`config.mk`:
```
export PLATFORM = sky130hd
export DESIGN_NAME = kruskal_spanning_tree
export DESIGN_NICKNAME = d
export VERILOG_FILES = /design/src/hdl/kst_pkg.sv /design/src/hdl/kst_ram.sv /design/src/hdl/kst_ctrl.sv /design/src/hdl/kst_dpath.sv /design/src/hdl/kruskal_spanning_tree.sv
export VERILOG_INCLUDE_DIRS = /design/src /design/src/hdl
export SDC_FILE = /design/constraint.sdc
export NUM_CORES = 2
export LEC_CHECK = 0
export ABC_AREA = 1
export BUFFER_PORTS_ARGS = -buffer_cell sky130_fd_sc_hd__clkbuf_2
export CAP_MARGIN = 20
export CORE_ASPECT_RATIO = 0.7
export CORE_UTILIZATION = 30
export CTS_CLUSTER_DIAMETER = 100
export DETAILED_ROUTE_END_ITERATION = 8
export PLACE_DENSITY_LB_ADDON = 0.08
export SLEW_MARGIN = 20
export SYNTH_ARGS = -nofsm -noshare
export SYNTH_HDL_FRONTEND = slang
export SYNTH_SLANG_ARGS = --single-unit
export TNS_END_PERCENT = 20
```
`constraint.sdc`:
```
create_clock -name clk -period 6.39 [get_ports clk]
set_input_delay 0.3195 -clock clk [delete_from_list [all_inputs] [get_ports clk]]
set_output_delay 0.3195 -clock clk [all_outputs]
set_load 0.02 [all_outputs]
```
`src/hdl/kruskal_spanning_tree_macros.svh`:
```
// Assertion macros used by the block's datapath module.
`ifndef KRUSKAL_SPANNING_TREE_MACROS_SVH
`define KRUSKAL_SPANNING_TREE_MACROS_SVH
`ifndef SYNTHESIS
// Condition must hold at every clock edge out of reset.
`define KST_ASSERT_ALWAYS(lbl, clk, rst_n, cond) \
  lbl: assert property (@(posedge clk) disable iff (!rst_n) (cond)) \
    else $error("kst check failed");
// Consequent must hold in the cycle after the antecedent.
`define KST_ASSERT_NEXT(lbl, clk, rst_n, ante, cons) \
  lbl: assert property (@(posedge clk) disable iff (!rst_n) (ante) |=> (cons)) \
    else $error("kst check failed");
`else
`define KST_ASSERT_ALWAYS(lbl, clk, rst_n, cond)
`define KST_ASSERT_NEXT(lbl, clk, rst_n, ante, cons)
`endif
`endif

```
`src/hdl/kst_pkg.sv`:
```
package kst_pkg;

  // Fixed field widths.
  localparam int VTX_W        = 5;
  localparam int WGT_W        = 16;
  localparam int TOT_W        = 21;
  localparam int VCNT_W       = 6;
  localparam int MAX_VERTICES = 32;
  localparam int EDGE_W       = WGT_W + 2 * VTX_W;
  localparam logic [VCNT_W-1:0] VCNT_RESET = 6'd32;

  typedef enum logic [3:0] {
    ST_LOAD,
    ST_START,
    ST_SCAN,
    ST_SCAN_END,
    ST_CHECK,
    ST_FIND_A,
    ST_FIND_B,
    ST_PUSH,
    ST_FINISH
  } state_t;

  // Commands from the controller to the datapath.
  typedef struct packed {
    logic load;
    logic scan_clr;
    logic scan_rd;
    logic find_init;
    logic find_step;
    logic find_a_done;
    logic reject;
    logic union_go;
    logic push;
    logic finish;
  } cmd_t;

  // Status from the datapath to the controller.
  typedef struct packed {
    logic run_empty;
    logic scan_at_end;
    logic best_vld;
    logic root_done;
    logic same_set;
    logic out_free;
    logic pending_vld;
    logic at_limit;
  } status_t;

endpackage

```
`src/hdl/kst_ram.sv`:
```
module kst_ram #(
  parameter int WIDTH = 8,
  parameter int DEPTH = 16
) (
  input  logic                     clk,
  input  logic                     wr_en,
  input  logic [$clog2(DEPTH)-1:0] wr_addr,
  input  logic [WIDTH-1:0]         wr_data,
  input  logic                     rd_en,
  input  logic [$clog2(DEPTH)-1:0] rd_addr,
  output logic [WIDTH-1:0]         rd_data
);

  logic [WIDTH-1:0] mem [DEPTH];

  // One write port, one registered read port.
  always_ff @(posedge clk) begin
    if (wr_en) begin
      mem[wr_addr] <= wr_data;
    end
    if (rd_en) begin
      rd_data <= mem[rd_addr];
    end
  end

endmodule

```
`src/hdl/kst_ctrl.sv`:
```
module kst_ctrl (
  input  logic             clk,
  input  logic             rst_n,
  input  logic             in_tvalid,
  input  logic             in_tlast,
  input  kst_pkg::status_t sts,
  output kst_pkg::cmd_t    cmd,
  output logic             in_tready
);
  import kst_pkg::*;

  state_t state_r, state_nxt;

  // State register.
  always_ff @(posedge clk) begin
    if (!rst_n) begin
      state_r <= ST_LOAD;
    end else begin
      state_r <= state_nxt;
    end
  end

  // Next state and commands.
  always_comb begin
    state_nxt = state_r;
    cmd       = '0;
    in_tready = 1'b0;
    unique case (state_r)
      ST_LOAD: begin
        in_tready = 1'b1;
        cmd.load  = 1'b1;
        if (in_tvalid && in_tlast) begin
          state_nxt = ST_START;
        end
      end
      ST_START: begin
        if (sts.run_empty) begin
          state_nxt = ST_FINISH;
        end else begin
          cmd.scan_clr = 1'b1;
          state_nxt    = ST_SCAN;
        end
      end
      ST_SCAN: begin
        cmd.scan_rd = 1'b1;
        if (sts.scan_at_end) begin
          state_nxt = ST_SCAN_END;
        end
      end
      ST_SCAN_END: begin
        state_nxt = ST_CHECK;
      end
      ST_CHECK: begin
        if (sts.best_vld) begin
          cmd.find_init = 1'b1;
          state_nxt     = ST_FIND_A;
        end else begin
          state_nxt = ST_FINISH;
        end
      end
      ST_FIND_A: begin
        if (sts.root_done) begin
          cmd.find_a_done = 1'b1;
          state_nxt       = ST_FIND_B;
        end else begin
          cmd.find_step = 1'b1;
        end
      end
      ST_FIND_B: begin
        if (!sts.root_done) begin
          cmd.find_step = 1'b1;
        end else if (sts.same_set) begin
          cmd.reject   = 1'b1;
          cmd.scan_clr = 1'b1;
          state_nxt    = ST_SCAN;
        end else begin
          cmd.union_go = 1'b1;
          state_nxt    = ST_PUSH;
        end
      end
      ST_PUSH: begin
        if (!sts.pending_vld || sts.out_free) begin
          cmd.push = 1'b1;
          if (sts.at_limit) begin
            state_nxt = ST_FINISH;
          end else begin
            cmd.scan_clr = 1'b1;
            state_nxt    = ST_SCAN;
          end
        end
      end
      ST_FINISH: begin
        if (sts.out_free) begin
          cmd.finish = 1'b1;
          state_nxt  = ST_LOAD;
        end
      end
      default: begin
        state_nxt = ST_LOAD;
      end
    endcase
  end

endmodule

```
`src/hdl/kst_dpath.sv`:
```
`include "kruskal_spanning_tree_macros.svh"
module kst_dpath #(
  parameter int MAX_EDGES = 64
) (
  input  logic                            clk,
  input  logic                            rst_n,
  input  kst_pkg::cmd_t                   cmd,
  output kst_pkg::status_t                sts,
  input  logic                            in_tvalid,
  input  logic [31:0]                     in_tdata,
  input  logic                            cfg_wr_en,
  input  logic [kst_pkg::VCNT_W-1:0]      cfg_wr_data,
  output logic                            out_tvalid,
  input  logic                            out_tready,
  output logic [47:0]                     out_tdata,
  output logic                            out_tlast,
  output logic [1:0]                      out_tuser
);
  import kst_pkg::*;

  localparam int AW = $clog2(MAX_EDGES);
  localparam int CW = $clog2(MAX_EDGES + 1);

  // Configuration and graph bookkeeping.
  logic [VCNT_W-1:0] vcnt_r;
  logic [CW-1:0]     count_r;
  logic              ovf_r;
  logic [VCNT_W-1:0] nv;
  logic [VCNT_W-1:0] limit;
  logic [VCNT_W-1:0] acc_r;

  // Scan state: previous and best (weight, index) keys.
  logic [AW-1:0]           scan_idx_r;
  logic                    rd_vld_r;
  logic [AW-1:0]           rd_idx_r;
  logic [EDGE_W-1:0]       rd_data;
  logic                    prev_vld_r;
  logic signed [WGT_W-1:0] prev_w_r;
  logic [AW-1:0]           prev_idx_r;
  logic                    best_vld_r;
  logic signed [WGT_W-1:0] best_w_r;
  logic [AW-1:0]           best_idx_r;
  logic [VTX_W-1:0]        best_a_r;
  logic [VTX_W-1:0]        best_b_r;

  // Union-find.
  logic [VTX_W-1:0] parent_r [MAX_VERTICES];
  logic [VTX_W-1:0] root_r;
  logic [VTX_W-1:0] ra_r;
  logic signed [TOT_W-1:0] total_r;

  // Pending result held back until it is known whether it is the final one.
  logic                    pend_vld_r;
  logic [47:0]             pend_data_r;

  // Output register.
  logic        out_vld_r;
  logic [47:0] out_data_r;
  logic        out_last_r;
  logic [1:0]  out_user_r;

  logic [VTX_W-1:0]        in_from;
  logic [VTX_W-1:0]        in_to;
  logic signed [WGT_W-1:0] in_w;
  logic                    in_fire;
  logic                    in_range;
  logic                    wr_en;
  logic signed [WGT_W-1:0] rd_w;
  logic                    gt_prev;
  logic                    lt_best;
  logic                    take;
  logic                    out_free;
  logic [47:0]             new_item;

  assign in_from  = in_tdata[VTX_W-1:0];
  assign in_to    = in_tdata[2*VTX_W-1:VTX_W];
  assign in_w     = in_tdata[EDGE_W-1:2*VTX_W];
  assign in_fire  = cmd.load && in_tvalid;
  assign nv       = (vcnt_r > VCNT_W'(MAX_VERTICES)) ? VCNT_W'(MAX_VERTICES) : vcnt_r;
  assign limit    = (nv != '0) ? nv - 1'b1 : '0;
  assign in_range = ({1'b0, in_from} < nv) && ({1'b0, in_to} < nv);
  assign wr_en    = in_fire && in_range && (count_r < CW'(MAX_EDGES));

  kst_ram #(
    .WIDTH(EDGE_W),
    .DEPTH(MAX_EDGES)
  ) u_store (
    .clk     (clk),
    .wr_en   (wr_en),
    .wr_addr (count_r[AW-1:0]),
    .wr_data (in_tdata[EDGE_W-1:0]),
    .rd_en   (cmd.scan_rd),
    .rd_addr (scan_idx_r),
    .rd_data (rd_data)
  );

  // Configuration register.
  always_ff @(posedge clk) begin
    if (!rst_n) begin
      vcnt_r <= VCNT_RESET;
    end else if (cfg_wr_en) begin
      vcnt_r <= cfg_wr_data;
    end
  end

  // Key comparison: next edge after the previous one in (weight, index) order.
  assign rd_w    = rd_data[EDGE_W-1:2*VTX_W];
  assign gt_prev = !prev_vld_r || (rd_w > prev_w_r) ||
                   ((rd_w == prev_w_r) && (rd_idx_r > prev_idx_r));
  assign lt_best = !best_vld_r || (rd_w < best_w_r) ||
                   ((rd_w == best_w_r) && (rd_idx_r < best_idx_r));
  assign take    = rd_vld_r && gt_prev && lt_best;

  assign out_free = !out_vld_r || out_tready;
  assign new_item = {1'b0, total_r, best_w_r, best_b_r, best_a_r};

  // Control registers.
  always_ff @(posedge clk) begin
    if (!rst_n) begin
      count_r    <= '0;
      ovf_r      <= 1'b0;
      acc_r      <= '0;
      rd_vld_r   <= 1'b0;
      prev_vld_r <= 1'b0;
      best_vld_r <= 1'b0;
      pend_vld_r <= 1'b0;
      out_vld_r  <= 1'b0;
      scan_idx_r <= '0;
      total_r    <= '0;
      for (int i = 0; i < MAX_VERTICES; i++) begin
        parent_r[i] <= VTX_W'(i);
      end
    end else begin
      rd_vld_r <= cmd.scan_rd;
      // Edge loading.
      if (wr_en) begin
        count_r <= count_r + 1'b1;
      end else if (in_fire && in_range) begin
        ovf_r <= 1'b1;
      end
      // Scan address.
      if (cmd.scan_clr) begin
        scan_idx_r <= '0;
        best_vld_r <= 1'b0;
      end else if (cmd.scan_rd) begin
        scan_idx_r <= scan_idx_r + 1'b1;
      end
      if (take) begin
        best_vld_r <= 1'b1;
      end
      if (cmd.reject || cmd.union_go) begin
        prev_vld_r <= 1'b1;
      end
      // Merge the sets and accumulate.
      if (cmd.union_go) begin
        parent_r[root_r] <= ra_r;
        total_r          <= total_r + TOT_W'(best_w_r);
        acc_r            <= acc_r + 1'b1;
      end
      // Result transactions.
      if ((cmd.push && pend_vld_r) || cmd.finish) begin
        out_vld_r <= 1'b1;
      end else if (out_vld_r && out_tready) begin
        out_vld_r <= 1'b0;
      end
      if (cmd.push) begin
        pend_vld_r <= 1'b1;
      end
      if (cmd.finish) begin
        count_r    <= '0;
        ovf_r      <= 1'b0;
        acc_r      <= '0;
        prev_vld_r <= 1'b0;
        pend_vld_r <= 1'b0;
        total_r    <= '0;
        for (int i = 0; i < MAX_VERTICES; i++) begin
          parent_r[i] <= VTX_W'(i);
        end
      end
    end
  end

  // Payload registers.
  always_ff @(posedge clk) begin
    rd_idx_r <= scan_idx_r;
    if (take) begin
      best_w_r   <= rd_w;
      best_idx_r <= rd_idx_r;
      best_a_r   <= rd_data[VTX_W-1:0];
      best_b_r   <= rd_data[2*VTX_W-1:VTX_W];
    end
    if (cmd.reject || cmd.union_go) begin
      prev_w_r   <= best_w_r;
      prev_idx_r <= best_idx_r;
    end
    // Root walk.
    if (cmd.find_init) begin
      root_r <= best_a_r;
    end else if (cmd.find_a_done) begin
      ra_r   <= root_r;
      root_r <= best_b_r;
    end else if (cmd.find_step) begin
      root_r <= parent_r[root_r];
    end
    if (cmd.push) begin
      pend_data_r <= new_item;
      if (pend_vld_r) begin
        out_data_r <= pend_data_r;
        out_last_r <= 1'b0;
        out_user_r <= {ovf_r, 1'b0};
      end
    end
    if (cmd.finish) begin
      out_data_r <= pend_vld_r ? pend_data_r : '0;
      out_last_r <= 1'b1;
      out_user_r <= {ovf_r, !pend_vld_r};
    end
  end

  assign sts.run_empty   = (count_r == '0) || (limit == '0);
  assign sts.scan_at_end = (CW'(scan_idx_r) == count_r - 1'b1);
  assign sts.best_vld    = best_vld_r;
  assign sts.root_done   = (parent_r[root_r] == root_r);
  assign sts.same_set    = (ra_r == root_r);
  assign sts.out_free    = out_free;
  assign sts.pending_vld = pend_vld_r;
  assign sts.at_limit    = (acc_r == limit);

  assign out_tvalid = out_vld_r;
  assign out_tdata  = out_data_r;
  assign out_tlast  = out_last_r;
  assign out_tuser  = out_user_r;

  // The store count never passes its depth.
  `KST_ASSERT_ALWAYS(a_count_bound, clk, rst_n, count_r <= CW'(MAX_EDGES))
  // A held result implies at least one accepted edge.
  `KST_ASSERT_ALWAYS(a_pend_acc, clk, rst_n, !pend_vld_r || (acc_r != '0))
  // Closing a run clears the graph and presents a final result.
  `KST_ASSERT_NEXT(a_finish_clear, clk, rst_n, cmd.finish,
                   (count_r == '0) && !pend_vld_r && out_vld_r && out_last_r)

endmodule

```
`src/hdl/kruskal_spanning_tree.sv`:
```
// Loading: one edge per cycle; the input is ready only while no run is in progress.
// Run: one store scan per pick in (weight, arrival) order, then a walk of parent hops
// from each endpoint of the picked edge; output stalls can hold a run up.
// Synchronous active-low reset clears the graph and sets vertex_count to 32.
module kruskal_spanning_tree #(
  parameter int MAX_EDGES = 64
) (
  input  logic        clk,
  input  logic        rst_n,
  // in_tdata: edge_from[4:0], edge_to[9:5], edge_weight[25:10], zero fill
  input  logic        in_tvalid,
  output logic        in_tready,
  input  logic [31:0] in_tdata,
  input  logic        in_tlast,
  // out_tdata: tree_from[4:0], tree_to[9:5], tree_weight[25:10],
  // total_weight[46:26], zero fill
  output logic        out_tvalid,
  input  logic        out_tready,
  output logic [47:0] out_tdata,
  output logic        out_tlast,
  // out_tuser: tree_empty[0], edges_dropped[1]
  output logic [1:0]  out_tuser,
  input  logic        cfg_wr_en,
  input  logic [kst_pkg::VCNT_W-1:0] cfg_wr_data
);
  import kst_pkg::*;

  cmd_t    cmd;
  status_t sts;

  kst_ctrl u_ctrl (
    .clk       (clk),
    .rst_n     (rst_n),
    .in_tvalid (in_tvalid),
    .in_tlast  (in_tlast),
    .sts       (sts),
    .cmd       (cmd),
    .in_tready (in_tready)
  );

  kst_dpath #(
    .MAX_EDGES(MAX_EDGES)
  ) u_dpath (
    .clk         (clk),
    .rst_n       (rst_n),
    .cmd         (cmd),
    .sts         (sts),
    .in_tvalid   (in_tvalid),
    .in_tdata    (in_tdata),
    .cfg_wr_en   (cfg_wr_en),
    .cfg_wr_data (cfg_wr_data),
    .out_tvalid  (out_tvalid),
    .out_tready  (out_tready),
    .out_tdata   (out_tdata),
    .out_tlast   (out_tlast),
    .out_tuser   (out_tuser)
  );

endmodule

```
==> flow_summary.ini <==
[run_status]
status = complete, no violations

[setup_path]
worstSetupPathType = reg -> reg
cp-end-kind = flip-flop
rr_startpoint = u_dpath.vcnt_r[5]$_SDFFE_PN1P_
required_ns = 6.98
critPathCapture = u_dpath.u_store.mem[29][12]$_DFFE_PP_
path_max_fanout = 19
crit_start = u_dpath.vcnt_r[5]$_SDFFE_PN1P_
r2r_end = u_dpath.u_store.mem[29][12]$_DFFE_PP_
r2r_cells = 13
worst-endpoint-arrival_ns = 5.90
rrSetupSlack_ns = 1.07
start_kind = flip-flop

[detailed_routing]
drt_wl_total_microns = 280200
dr_total_vias = 53147
firstDrtPassIters = 6
drtAntennaViolNets = 0
vias_per_cell = 5.055
route.detailed.drc = 0
wl_per_cell_microns = 26.65
drt_iter0_drc = 4540

[cts]
clk_pin_slew_ns = 0.06
cts_buffers = 219
cts.sinks = 2078
cts_tree = yes
insertion_delay_ns = 0.89
htreeDepth = 4
ctsLongestPathBuffers = 4
root_buffer = clkbuf_16
cts_setup_buffers = 0

[floorplan]
die_area_sq_um = 282200
die_y_microns = 444.8
coreArea_sq_um = 278500
start_util_pct = 30.17
boundaryPins = 97
die-width_microns = 634.5
core.rowCount = 162

[place]
gp_congestion = 0.8159
placed_area_sq_um = 89290
hpwl_microns = 161500
portBuffers = 89

[timing]
slew_headroom_pct = 22.30
drv_slew = 0
tightest_slew_ns = 1.161
final-hold-violation-count = 0
fin_crit_sh_pct = 83.22
clock.fmax_mhz = 188.0
clock_skew_ns = 0.06928
setup_tns_ns = 0
rsz0062_at_grt = no
report.final.setup_viol = 0
min_period_ns = 5.318

[yosys]
syn_inst = 6577
synth_area_leader_cell = edfxtp_1
synth_nets = 6698
synth_edf_count = 2010
postSynthAreaPerCell_sq_um = 12.77
ys_ff_latch = 2078
synth_top_area_share_pct = 71.84
synth_area_leaders = edfxtp_1 72%, o21ai_0 5.3%, nor2_1 4.9%
ys_seq_area_share_pct = 73.46
mappedNetlistArea_sq_um = 84010
synthDistinctLibCells = 52
ys_async_sr_fraction_pct = 0
synth_flop_cell = edfxtp_1
yosysWarnings = 0

[hold_path]
min_path_cells = 5
hp-class = in -> reg

[global_route]
grt_max_degree = 130
grt_pass1_wl_microns = 393700
grt_pass1_vias = 51247
grt_use_total_pct = 19.44
grt-ovfl-total = 0
antenna_found_initial = 45

[run]
max-cap-violations = 0

[cells_and_area]
design_area_sq_um = 96550
fillCellCount = 27456
drive_above_1_share_pct = 10.44
final_nets = 6762
area_delta_synth_final_pct = 14.92

[power_and_ir_drop]
peakVddDrop_mv = 0.2151
cellLeakagePower_nw = 31.72
power_density_nw_per_um2 = 337.3
kinds of logic (layout without fill, tap and decap cells):
group	count (synthesis)	in the layout	synth area share, %
other	1	12	0.004464
AOI/OAI and AO/OA	1519	1519	10.52
and+or+nand+nor	2210	2210	11.27
xor gates and xnor gates	42	42	0.4378
adders and majority gates	77	77	1.156
buffers and inverters	650	886	3.148
DFF	2078	2078	73.46
stage by stage:
stage          worst slack [ns]  util, %  total power, mW  cells  hold WS, ns
4_1_cts                   1.140    34.59            32.95  10496     0.003035
3_5_place_dp              1.143    32.06            20.24  10085       0.4153
2_1_floorplan             1.438        -            18.09   6577       0.3290
6_report                  1.072    34.67            32.57  10514      0.08767
5_1_grt                  0.8146    34.66            33.81  10507      0.06069
3_3_place_gp              1.083    32.02            20.25  10080       0.4041
worst max-delay path: stages (launching register included):
cell and delay [ns]:
dfxtp_1 0.32, inv_1 0.36, nand2_1 0.35, ha_1 0.40
a21oi_1 0.18, o221ai_1 0.12, nor2_1 0.11, nand2_1 0.12
nor2_1 0.30, inv_1 0.34, nor2_1 0.28, nand3_1 0.75
nor2_4 1.06, buf_4 0.32
metal layers:
| layer | global-route usage (%) | routed length [microns] | vias to the layer above |
|---|---|---|---|
| met3 | 4.372 | 18670 | 342 |
| met5 | 0 | 80 | - |
| met4 | 4.587 | 6431 | 10 |
| li1 | - | - | 24471 |
| met2 | 29.56 | 123400 | 1358 |
| met1 | 28.10 | 131600 | 26966 |
synthesized netlist by cell type, drive strengths merged (16+ instances only):
cell type	n
o211ai	50
ha	76
clkbuf	363
xor2	26
a31oi	19
o22ai	256
a32o	16
dfxtp	68
nand2	676
o21ai	890
nand3	274
nand4	133
xnor2	16
nor2	1098
inv	217
buf	62
o221ai	165
a21oi	104
edfxtp	2010
nor3	17
placed cells by master, fill, tap and decap left out, types with 103 or more instances in the layout:
master / synthesis / routed
clkbuf_16: 0 / 222
nand4_1: 103 / 103
nand2_1: 675 / 674
o221ai_1: 165 / 165
o22ai_1: 256 / 256
o21ai_0: 890 / 890
nand3_1: 273 / 273
nor2_1: 1092 / 1030
edfxtp_1: 2010 / 2010
buf_4: 14 / 137
inv_1: 195 / 187
sequential cells by signal, indices dropped and copies added, names as in the netlist, 4 cells and up, named ones only:
name,flops
u_dpath.u_store.mem,1664
u_dpath.parent_r,160
u_dpath.out_tdata,47
u_dpath.pend_data_r,47
u_dpath.u_store.rd_data,26
u_dpath.total_r,21
u_dpath.best_w_r,16
u_dpath.prev_w_r,16
u_dpath.count_r,7
u_dpath.acc_r,6
u_dpath.best_idx_r,6
u_dpath.prev_idx_r,6
u_dpath.rd_idx_r,6
u_dpath.scan_idx_r,6
u_dpath.vcnt_r,6
u_dpath.best_a_r,5
u_dpath.best_b_r,5
u_dpath.ra_r,5
u_dpath.root_r,5
u_ctrl.state_r,4
power by group:
group          internal, mW  switching [mW]
logic                  1.05            3.48
registers              15.2           0.156
clock network          7.12            5.52
what timing repair did:
item,CTS,global route
resized for setup,0,0
hold endpoints to repair,19,0
hold buffers,18,0
final cells by class:
| type | count | area, sq um | area share (%) |
|---|---|---|---|
| Multi-Input combinational cell | 3849 | 20170 | 20.89 |
| Sequential cell | 2078 | 61740 | 63.94 |
| Antenna cell | 11 | 27.53 | 0.02851 |
| Timing Repair Buffer | 272 | 2267 | 2.348 |
| Tap cell | 3690 | 4617 | 4.782 |
| Clock inverter | 141 | 1197 | 1.240 |
| Inverter | 221 | 864.6 | 0.8955 |
| Clock buffer | 252 | 5668 | 5.870 |
worst min-delay path by stage:
stage	from	endpoint	slack, ns
final	in_tvalid	u_ctrl.state_r[0]$_SDFFE_PN0P_	0.09
after global routing	in_tdata[2]	u_dpath.u_store.mem[6][2]$_DFFE_PP_	0.06
after CTS	in_tvalid	u_ctrl.state_r[0]$_SDFFE_PN0P_	0.003
after detailed placement	u_dpath.u_store.rd_data[3]$_DFFE_PP_	u_dpath.best_a_r[3]$_DFFE_PP_	0.42
after global placement	u_dpath.u_store.rd_data[8]$_DFFE_PP_	u_dpath.best_b_r[3]$_DFFE_PP_	0.40
after floorplan	u_dpath.scan_idx_r[4]$_SDFFE_PP0P_	u_dpath.rd_idx_r[4]$_DFF_P_	0.33
No activity file was read; power rests on OpenSTA's default activity.
